**config.mk**
```make
export PLATFORM = sky130hd
export DESIGN_NAME = ffba_ctrl
export DESIGN_NICKNAME = d
export VERILOG_FILES = /design/src/rtl/ffba_pkg.sv /design/src/rtl/ffba_ctrl.sv
export SDC_FILE = /design/constraint.sdc
export NUM_CORES = 1
export LEC_CHECK = 0
export BUFFER_PORTS_ARGS = -buffer_cell sky130_fd_sc_hd__buf_2
export CORE_AREA = 2 2 39 41
export DETAILED_ROUTE_END_ITERATION = 8
export DIE_AREA = 0 0 41 43
export SETUP_SLACK_MARGIN = 0.02
export SYNTH_ARGS = -nofsm -noshare
export SYNTH_HDL_FRONTEND = slang
export SYNTH_SLANG_ARGS = --single-unit
```
**constraint.sdc**
```tcl
create_clock -name clock -period 1.1 [get_ports clock]
set_input_delay 0.165 -clock clock [delete_from_list [all_inputs] [get_ports clock]]
set_output_delay 0.165 -clock clock [all_outputs]
set_load 0.02 [all_outputs]
```
**src/rtl/ffba_pkg.sv**
```systemverilog
// ----------------------------------------------------------------------------
// ffba_pkg
// Shared types and constants for the first-fit block allocator: request and
// response payloads, operation and status codes, controller/datapath links.
// ----------------------------------------------------------------------------
package ffba_pkg;

   // default arena geometry
   localparam int ARENA_BYTES_DEF  = 4096;
   localparam int HEADER_BYTES_DEF = 28;
   localparam int MAX_BLOCKS_DEF   = 256;

   // operation codes
   localparam logic OP_ALLOC = 1'b0;
   localparam logic OP_FREE  = 1'b1;

   // response status codes
   localparam logic [1:0] ST_GRANTED   = 2'd0;
   localparam logic [1:0] ST_NO_FIT    = 2'd1;
   localparam logic [1:0] ST_FREED     = 2'd2;
   localparam logic [1:0] ST_NOT_FOUND = 2'd3;

   typedef struct packed {
      logic        op;
      logic [15:0] req_size;
      logic [11:0] free_addr;
   } req_type;

   typedef struct packed {
      logic [11:0] addr;
      logic [1:0]  status;
   } rsp_type;

   // controller to datapath
   typedef struct packed {
      logic accept;     // capture request, read chain head
      logic next;       // read the block linked after the current one
      logic latch_hit;  // current block matches: capture it and the result
      logic latch_miss; // chain ended without a match
      logic wr_cur;     // write back the matched block
      logic wr_new;     // write the split-off remainder block
      logic load_rsp;   // move the result into the response register
   } ctl_cmd_type;

   // datapath to controller
   typedef struct packed {
      logic hit;        // current block satisfies the request
      logic has_next;   // current block links to another block
      logic split;      // captured match gets split
   } dp_status_type;

endpackage

```
**src/rtl/ffba_ctrl.sv**
```systemverilog
// ----------------------------------------------------------------------------
// ffba_ctrl
// Request sequencer: accept, walk the chain, write back, hand off response.
// ----------------------------------------------------------------------------
module ffba_ctrl (
   input  logic                    clock,
   input  logic                    reset,
   input  logic                    req_valid,
   output logic                    req_ready,
   output logic                    rsp_valid,
   input  logic                    rsp_ready,
   input  ffba_pkg::dp_status_type status,
   output ffba_pkg::ctl_cmd_type   cmd
);

   typedef enum logic [2:0] {
      S_IDLE,
      S_SCAN,
      S_WR_CUR,
      S_WR_NEW,
      S_RESP
   } state_type;

   state_type state_ff;
   state_type state_in;
   logic      rsp_valid_ff;
   logic      slot_free;

   assign slot_free = !rsp_valid_ff || rsp_ready;
   assign req_ready = (state_ff == S_IDLE);
   assign rsp_valid = rsp_valid_ff;

   // decode commands and next state
   always_comb begin
      cmd      = '0;
      state_in = state_ff;
      case (state_ff)
         S_IDLE: begin
            if (req_valid) begin
               cmd.accept = 1'b1;
               state_in   = S_SCAN;
            end
         end
         S_SCAN: begin
            if (status.hit) begin
               cmd.latch_hit = 1'b1;
               state_in      = S_WR_CUR;
            end else if (status.has_next) begin
               cmd.next = 1'b1;
            end else begin
               cmd.latch_miss = 1'b1;
               state_in       = S_RESP;
            end
         end
         S_WR_CUR: begin
            cmd.wr_cur = 1'b1;
            state_in   = status.split ? S_WR_NEW : S_RESP;
         end
         S_WR_NEW: begin
            cmd.wr_new = 1'b1;
            state_in   = S_RESP;
         end
         S_RESP: begin
            if (slot_free) begin
               cmd.load_rsp = 1'b1;
               state_in     = S_IDLE;
            end
         end
         default: begin
            state_in = S_IDLE;
         end
      endcase
   end

   // hold state and response valid
   always_ff @(posedge clock) begin
      if (reset) begin
         state_ff     <= S_IDLE;
         rsp_valid_ff <= 1'b0;
      end else begin
         state_ff <= state_in;
         if (cmd.load_rsp) begin
            rsp_valid_ff <= 1'b1;
         end else if (rsp_ready) begin
            rsp_valid_ff <= 1'b0;
         end
      end
   end

endmodule

```
**Word level (Yosys, flattened, before mapping)**

Index checks and enable logic that the tools add are counted.

- Bits in registers: 4
- Output and inout port bits: 9
- Input port bits: 7
- Logic and storage cells: 34

- Multiplexer cells: 20
- Equality and inequality tests: 7
- Reduce and logical (&&, ||, !) cells: 5

Operators by type and width:

| cell | count |
|---|---|
| two-way mux 3 bit | 6 |
| one-hot mux 3 bit (5 select lines) | 1 |
| two-way mux 1 bit | 13 |
| equality test 3 x 2 -> 1 bit, second input constant | 2 |
| != test 2 bit, second input constant | 2 |
| equality test 3 x 1 -> 1 bit, second input constant | 1 |
| equality test 3 bit, second input constant | 1 |
| logical NOT 3 bit | 1 |
| != test 3 bit, second input constant | 1 |
| AND reduction 3 bit | 1 |
| nonzero test 2 bit | 1 |
| logical NOT 1 bit | 1 |
| logical OR 1 bit | 1 |

**Depth between registers and ports, before layout**

Gate-level depths: netlist (run 1).

- Word-level depth: 5
- Mapped depth: 4
- Mapped depth without buffers: 3

**Least setup slack after synthesis (run 1)**

Ideal clock, no wire load.

- Path type: register to output
- From: register state_ff[1]
- To: output port cmd[6] (netlist name)
- Data required time: 935 ps
- Cell stages (with the launch flop): 4
- Arrival: 1268 ps
- Setup slack: -333 ps
- Buffers on the path: 1
- Cells stage by stage: dfxtp_1 -> buf_6 -> nor3_1 -> and2_1

RTL lines:

| item | line | source |
|---|---|---|
| start, declared | ffba_ctrl.sv:24 | `state_type state_ff;` |
| start signal, assigned | ffba_ctrl.sv:81 | `state_ff <= state_in;` |
| end, declared | ffba_ctrl.sv:13 | `output ffba_pkg::ctl_cmd_type cmd` |

==> results of run 1 <==
==> power breakdown <==
group / leakage [nW] / total [mW] / switching (mW) / internal, mW
registers: 0.0345 / 0.159 / 0.00778 / 0.151
clock network: 0.0138 / 0.185 / 0.0628 / 0.122
logic: 0.209 / 0.190 / 0.0855 / 0.104
==> flip-flops by register name (all words and copies together) (netlist names) <==
register / count
state_ff: 3
rsp_valid: 1
==> routing by layer <==
metal  track usage  vias up
met5             0        -
met4         0.120        0
met3        0.0157        5
met2         0.153       12
met1         0.113      154
li1              -      168
==> logic make-up after synthesis <==
kind of cell	Yosys count	share of synthesized area
buffers and inverters	2	0.0566
AOI/OAI and AO/OA	6	0.142
DFF	4	0.302
muxes	1	0.0377
and+or+nand+nor	19	0.462
==> path summary, 6_finish.rpt <==
check	cells after the start	slack (ns)	from	endpoint
worst max register to register	6	-0.02	state_ff[1]	state_ff[1]
worst max-delay path	4	-0.26	state_ff[1]	cmd[3]
worst min-delay path	2	0.12	reset	rsp_valid
worst min register to register	2	0.52	rsp_valid	rsp_valid
==> metrics by stage <==
step | hold slack (ns) | power [mW] | cells
after global placement | 0.376 | 0.302 | 68
after global routing | 0.128 | 0.559 | 75
after detailed placement | 0.374 | 0.304 | 68
after CTS | 0.128 | 0.519 | 73
final | 0.122 | 0.533 | 75
after floorplan | 0.234 | 0.247 | 32
==> cells in the mapped netlist <==
cell and number:
o32ai_1 1, nor3_1 1, nor3b_2 2, and2_1 3
nand2_1 1, inv_1 1, a22oi_1 1, o22ai_1 1
dfxtp_1 4, nand2b_1 3, a21oi_1 2, or2_1 1
buf_6 1, mux2i_1 1, and3_1 1, o21ai_0 1
and3b_2 1, nor2_1 5, nor3_2 1
==> cell usage in the layout (no fill, tap or decap), drive strengths merged <==
cell type,count
and2,3
o22ai,1
mux2i,1
nor2,5
or2,1
o21ai,1
a22oi,1
dfxtp,4
buf,25
nor3b,2
o32ai,1
nand2b,3
clkbuf,3
a21oi,2
and3b,1
nand2,1
inv,1
and3,1
nor3,2
==> critical path: stages (launching register included) <==
cell	delay, ns
dfxtp_2	0.31
nand2b_4	0.13
or2_4	0.25
nor3_4	0.12
buf_6	0.14
==> what timing repair did <==
item,4_1_cts,5_1_grt
hold buffers,0,0
gates resized for setup,18,6
hold endpoints to repair,0,0
endpoints found under the setup margin,8,10
pin swaps,4,4
buffers inserted,2,2
==> layout make-up <==
class / instances / area, um2 / area share
clock buffer: 3 / 22.5 / 0.0404
inverter: 1 / 3.75 / 0.00673
multi-input combinational: 26 / 221 / 0.397
sequential: 4 / 88.8 / 0.159
tap: 16 / 20.0 / 0.0359
timing repair buffer: 25 / 201 / 0.361
==> qor.txt, run 1 <==
outcome: complete, but fails checks
failing checks: setup timing
WL met2: 420 um
met3 routed WL: 51 um
hpwl dp: 624 um
Tcrit/Tclk final: 1.23
Overflow after GRT: 0
CTS tree: built
core area: 0.00138 mm2
I/O Buffers: 15
initial antenna violation count: 0
Seq/Total Area, Yosys: 0.302
CTS Buf Count: 3
n_diodes: 0
Final Max Tran Viols: 0
drt wl/cell: 10.9 um
via count: 339
Unique masters post-synth: 19
Post-DRT Antenna Nets: 0
Post-Syn Nets: 39
synth top area cells: dfxtp_1, nor3b_2, and2_1, nand2b_1, nor2_1
Final WS setup: -0.256 ns
Initial Utilization: 0.192
syn avg cell area: 8.29 um2
CTS H-tree lvls: 1
Fmax: 0.738 GHz
cell area after synthesis: 265 um2
Core Util, Final: 0.403
clock buffer depth: 2
Yosys top cell by area: dfxtp_1
share of layout cells above drive strength 1: 0.695
pre-CTS setup slack: -0.0447 ns
Metal-1 WL: 304 um
synth warn: 0
Fin Setup TNS: -1.56 ns
clock latency on the worst-skew pair: 0.24 ns
Total GRT Usage: 0.106
final setup skew: 0.000406 ns
Yosys reg bits: 4
largest net degree at the start of global routing: 9
Area Growth Syn to Fin: 110%
Worst Path Max Fanout: 2
Setup Viol. Count Final: 9
Total Nets Final: 68
Die Span Y: 43 um
Placed Area: 430 um2
Routed Wire Length: 818 um
PD cells: 956 mW/mm2
Layout fillers: 146
Worst-Margin Slew: 0.226 ns
cells after synthesis: 32
CP endpoint kind: output pin
CP startpoint kind: flip-flop
worst-case vdd ir drop: 412 uV
Die Wd: 41 um
Yosys top cell area share: 0.302
Fin. Hold Viols: 0
Critical Path AT: 1.19 ns
fin crit period: 1.36 ns
std cell rows: 14
Ports: 16
CTS clk-pin slew, worst paths: 0.03 ns
fin area: 558 um2
Clock Sink Count: 4
vias in the first global route: 308
critical path type: flip-flop to output pin
Final Wtd Congestion: 0.748
P_leak: 0.257 nW
full die area: 0.00176 mm2
RSZ-0062 raised after global routing: true
Max-slew headroom: 0.849
Max Used Layer: met4
worst hold path class: input pin to flip-flop
via-per-instance ratio: 4.52
Root Buffer: clkbuf_4
Max Cap Viol: 0
global-route wire length before repair: 1190 um
initial DRC count: 3
DRC Markers: 0
drt pass-1 iters: 4
Critical Path RT: 0.94 ns
(Power assumes the default switching activity.)
==> run 2: changes to the inputs <==
Settings changed: GPL_TIMING_DRIVEN set to 0.
==> qor.txt, run 2 (synthesis gave the netlist of run 1 again) <==
outcome: complete, but fails checks
failing checks: setup timing
commonest non-fill, non-tap cells in the layout: buf_6, buf_2, buf_4
Clock Sink Count: 4
Tcrit/Tclk final: 1.32
n_diodes: 0
Fin Setup TNS: -1.74 ns
global-route wire length before repair: 1100 um
CTS Buf Count: 3
full die area: 0.00176 mm2
Core Util, Final: 0.384
Die Wd: 41 um
Max Cap Viol: 0
Fmax: 0.689 GHz
P_leak: 0.240 nW
CTS clk-pin slew, worst paths: 0.04 ns
Bufs and invs on worst path: 1
drt pass-1 iters: 4
Worst Path Max Fanout: 4
FF/Latch Area: 86.3 um2
DRC Markers: 0
Total GRT Usage: 0.0966
Final WS setup: -0.351 ns
RSZ-0062 raised after global routing: true
I/O Buffers: 15
Total Nets Final: 65
hpwl dp: 502 um
max reg flops: 3
area occupied by multi-input gates: 221 um2
std cell rows: 14
Critical Path RT: 0.94 ns
Routed Wire Length: 705 um
PD cells: 986 mW/mm2
Final Max Tran Viols: 0
fin crit period: 1.45 ns
initial antenna violation count: 0
Ports: 16
share of layout cells above drive strength 1: 0.679
worst hold path class: input pin to flip-flop
Post-DRT Antenna Nets: 0
Critical Path AT: 1.29 ns
Fin. Hold Viols: 0
CTS H-tree lvls: 1
most common cell after layout, fill and taps aside: buf_6
Root Buffer: clkbuf_4
vias in the first global route: 276
Setup Viol. Count Final: 8
drt wl/cell: 9.79 um
via count: 314
CP Cell Sequence: nand2b_4 > or2_4 > nor3_4 > buf_6
clock latency on the worst-skew pair: 0.24 ns
CTS tree: built
pre-CTS setup slack: -0.154 ns
Worst-Margin Slew: 0.223 ns
worst-case vdd ir drop: 532 uV
Final Wtd Congestion: 0.681
via-per-instance ratio: 4.36
largest net degree at the start of global routing: 9
CP delay by family, top: simple AND/OR/NAND/NOR gates
CP endpoint kind: output pin
critical path type: flip-flop to output pin
Layout fillers: 141
Overflow after GRT: 0
Die Span Y: 43 um
Worst path max stage delay: 0.33 ns
Area Growth Syn to Fin: 100%
hold buffer count at cts: 0
initial DRC count: 1
final setup skew: 0.000695 ns
CP startpoint kind: flip-flop
core area: 0.00138 mm2
Slowest cell on crit path: dfxtp_2
Largest Register: state_ff
Initial Utilization: 0.192
Max-slew headroom: 0.851
clock buffer depth: 2
run 2: changes by cell type in the layout (fill, tap and decap cells not counted), sizes merged:
cell / before / now
buf: 25 / 22
run 2: final timing paths:
path	from	endpoint	slack (ns)	cells past startpoint
min reg2reg	rsp_valid	rsp_valid	0.53	2
max reg2reg	state_ff[1]	state_ff[0]	0.04	4
max	state_ff[1]	cmd[3]	-0.35	4
min	reset	state_ff[1]	0.13	2
run 2: routing by layer:
metal / wire length (um) / track usage / vias to the layer above
met5: 0 / 0 / -
met4: 19 / 0.0600 / 0
met3: 44 / 0.0471 / 3
met2: 369 / 0.138 / 10
met1: 272 / 0.110 / 138
li1: - / - / 163
run 2: worst register-to-register path, stage by stage, from the launching register on:
cell,delay [ns]
dfxtp_2,0.36
buf_4,0.17
mux2i_1,0.19
o22ai_1,0.09
and2_1,0.15
run 2: cell type report:
| class | instances | share of cell area |
|---|---|---|
| inverters | 1 | 0.00706 |
| flip-flops and latches | 4 | 0.162 |
| repair buffers | 22 | 0.334 |
| multi-input cells | 26 | 0.416 |
| well taps | 16 | 0.0376 |
| clock buffers | 3 | 0.0424 |
run 2: timing repair:
action	4_1_cts	5_1_grt
pin swaps	4	5
setup endpoints to repair	8	11
resized for setup	18	5
setup buffers	2	5
run 2: through the flow:
stage	power [mW]	cells	hold WS [ns]	instance area [um2]
after CTS	0.510	68	0.122	488
final	0.525	72	0.130	532
after global routing	0.565	72	0.122	532
after detailed placement	0.287	63	0.376	397
after global placement	0.286	63	0.377	397
after floorplan	0.247	32	0.234	302
run 2: report_power, final:
| part | switching, mW | total [mW] | internal (mW) | leakage [nW] |
|---|---|---|---|---|
| sequential | 0.0137 | 0.166 | 0.153 | 0.0342 |
| clock | 0.0614 | 0.183 | 0.122 | 0.0138 |
| combinational | 0.0751 | 0.175 | 0.0995 | 0.192 |
| total | 0.150 | 0.525 | 0.374 | 0.240 |
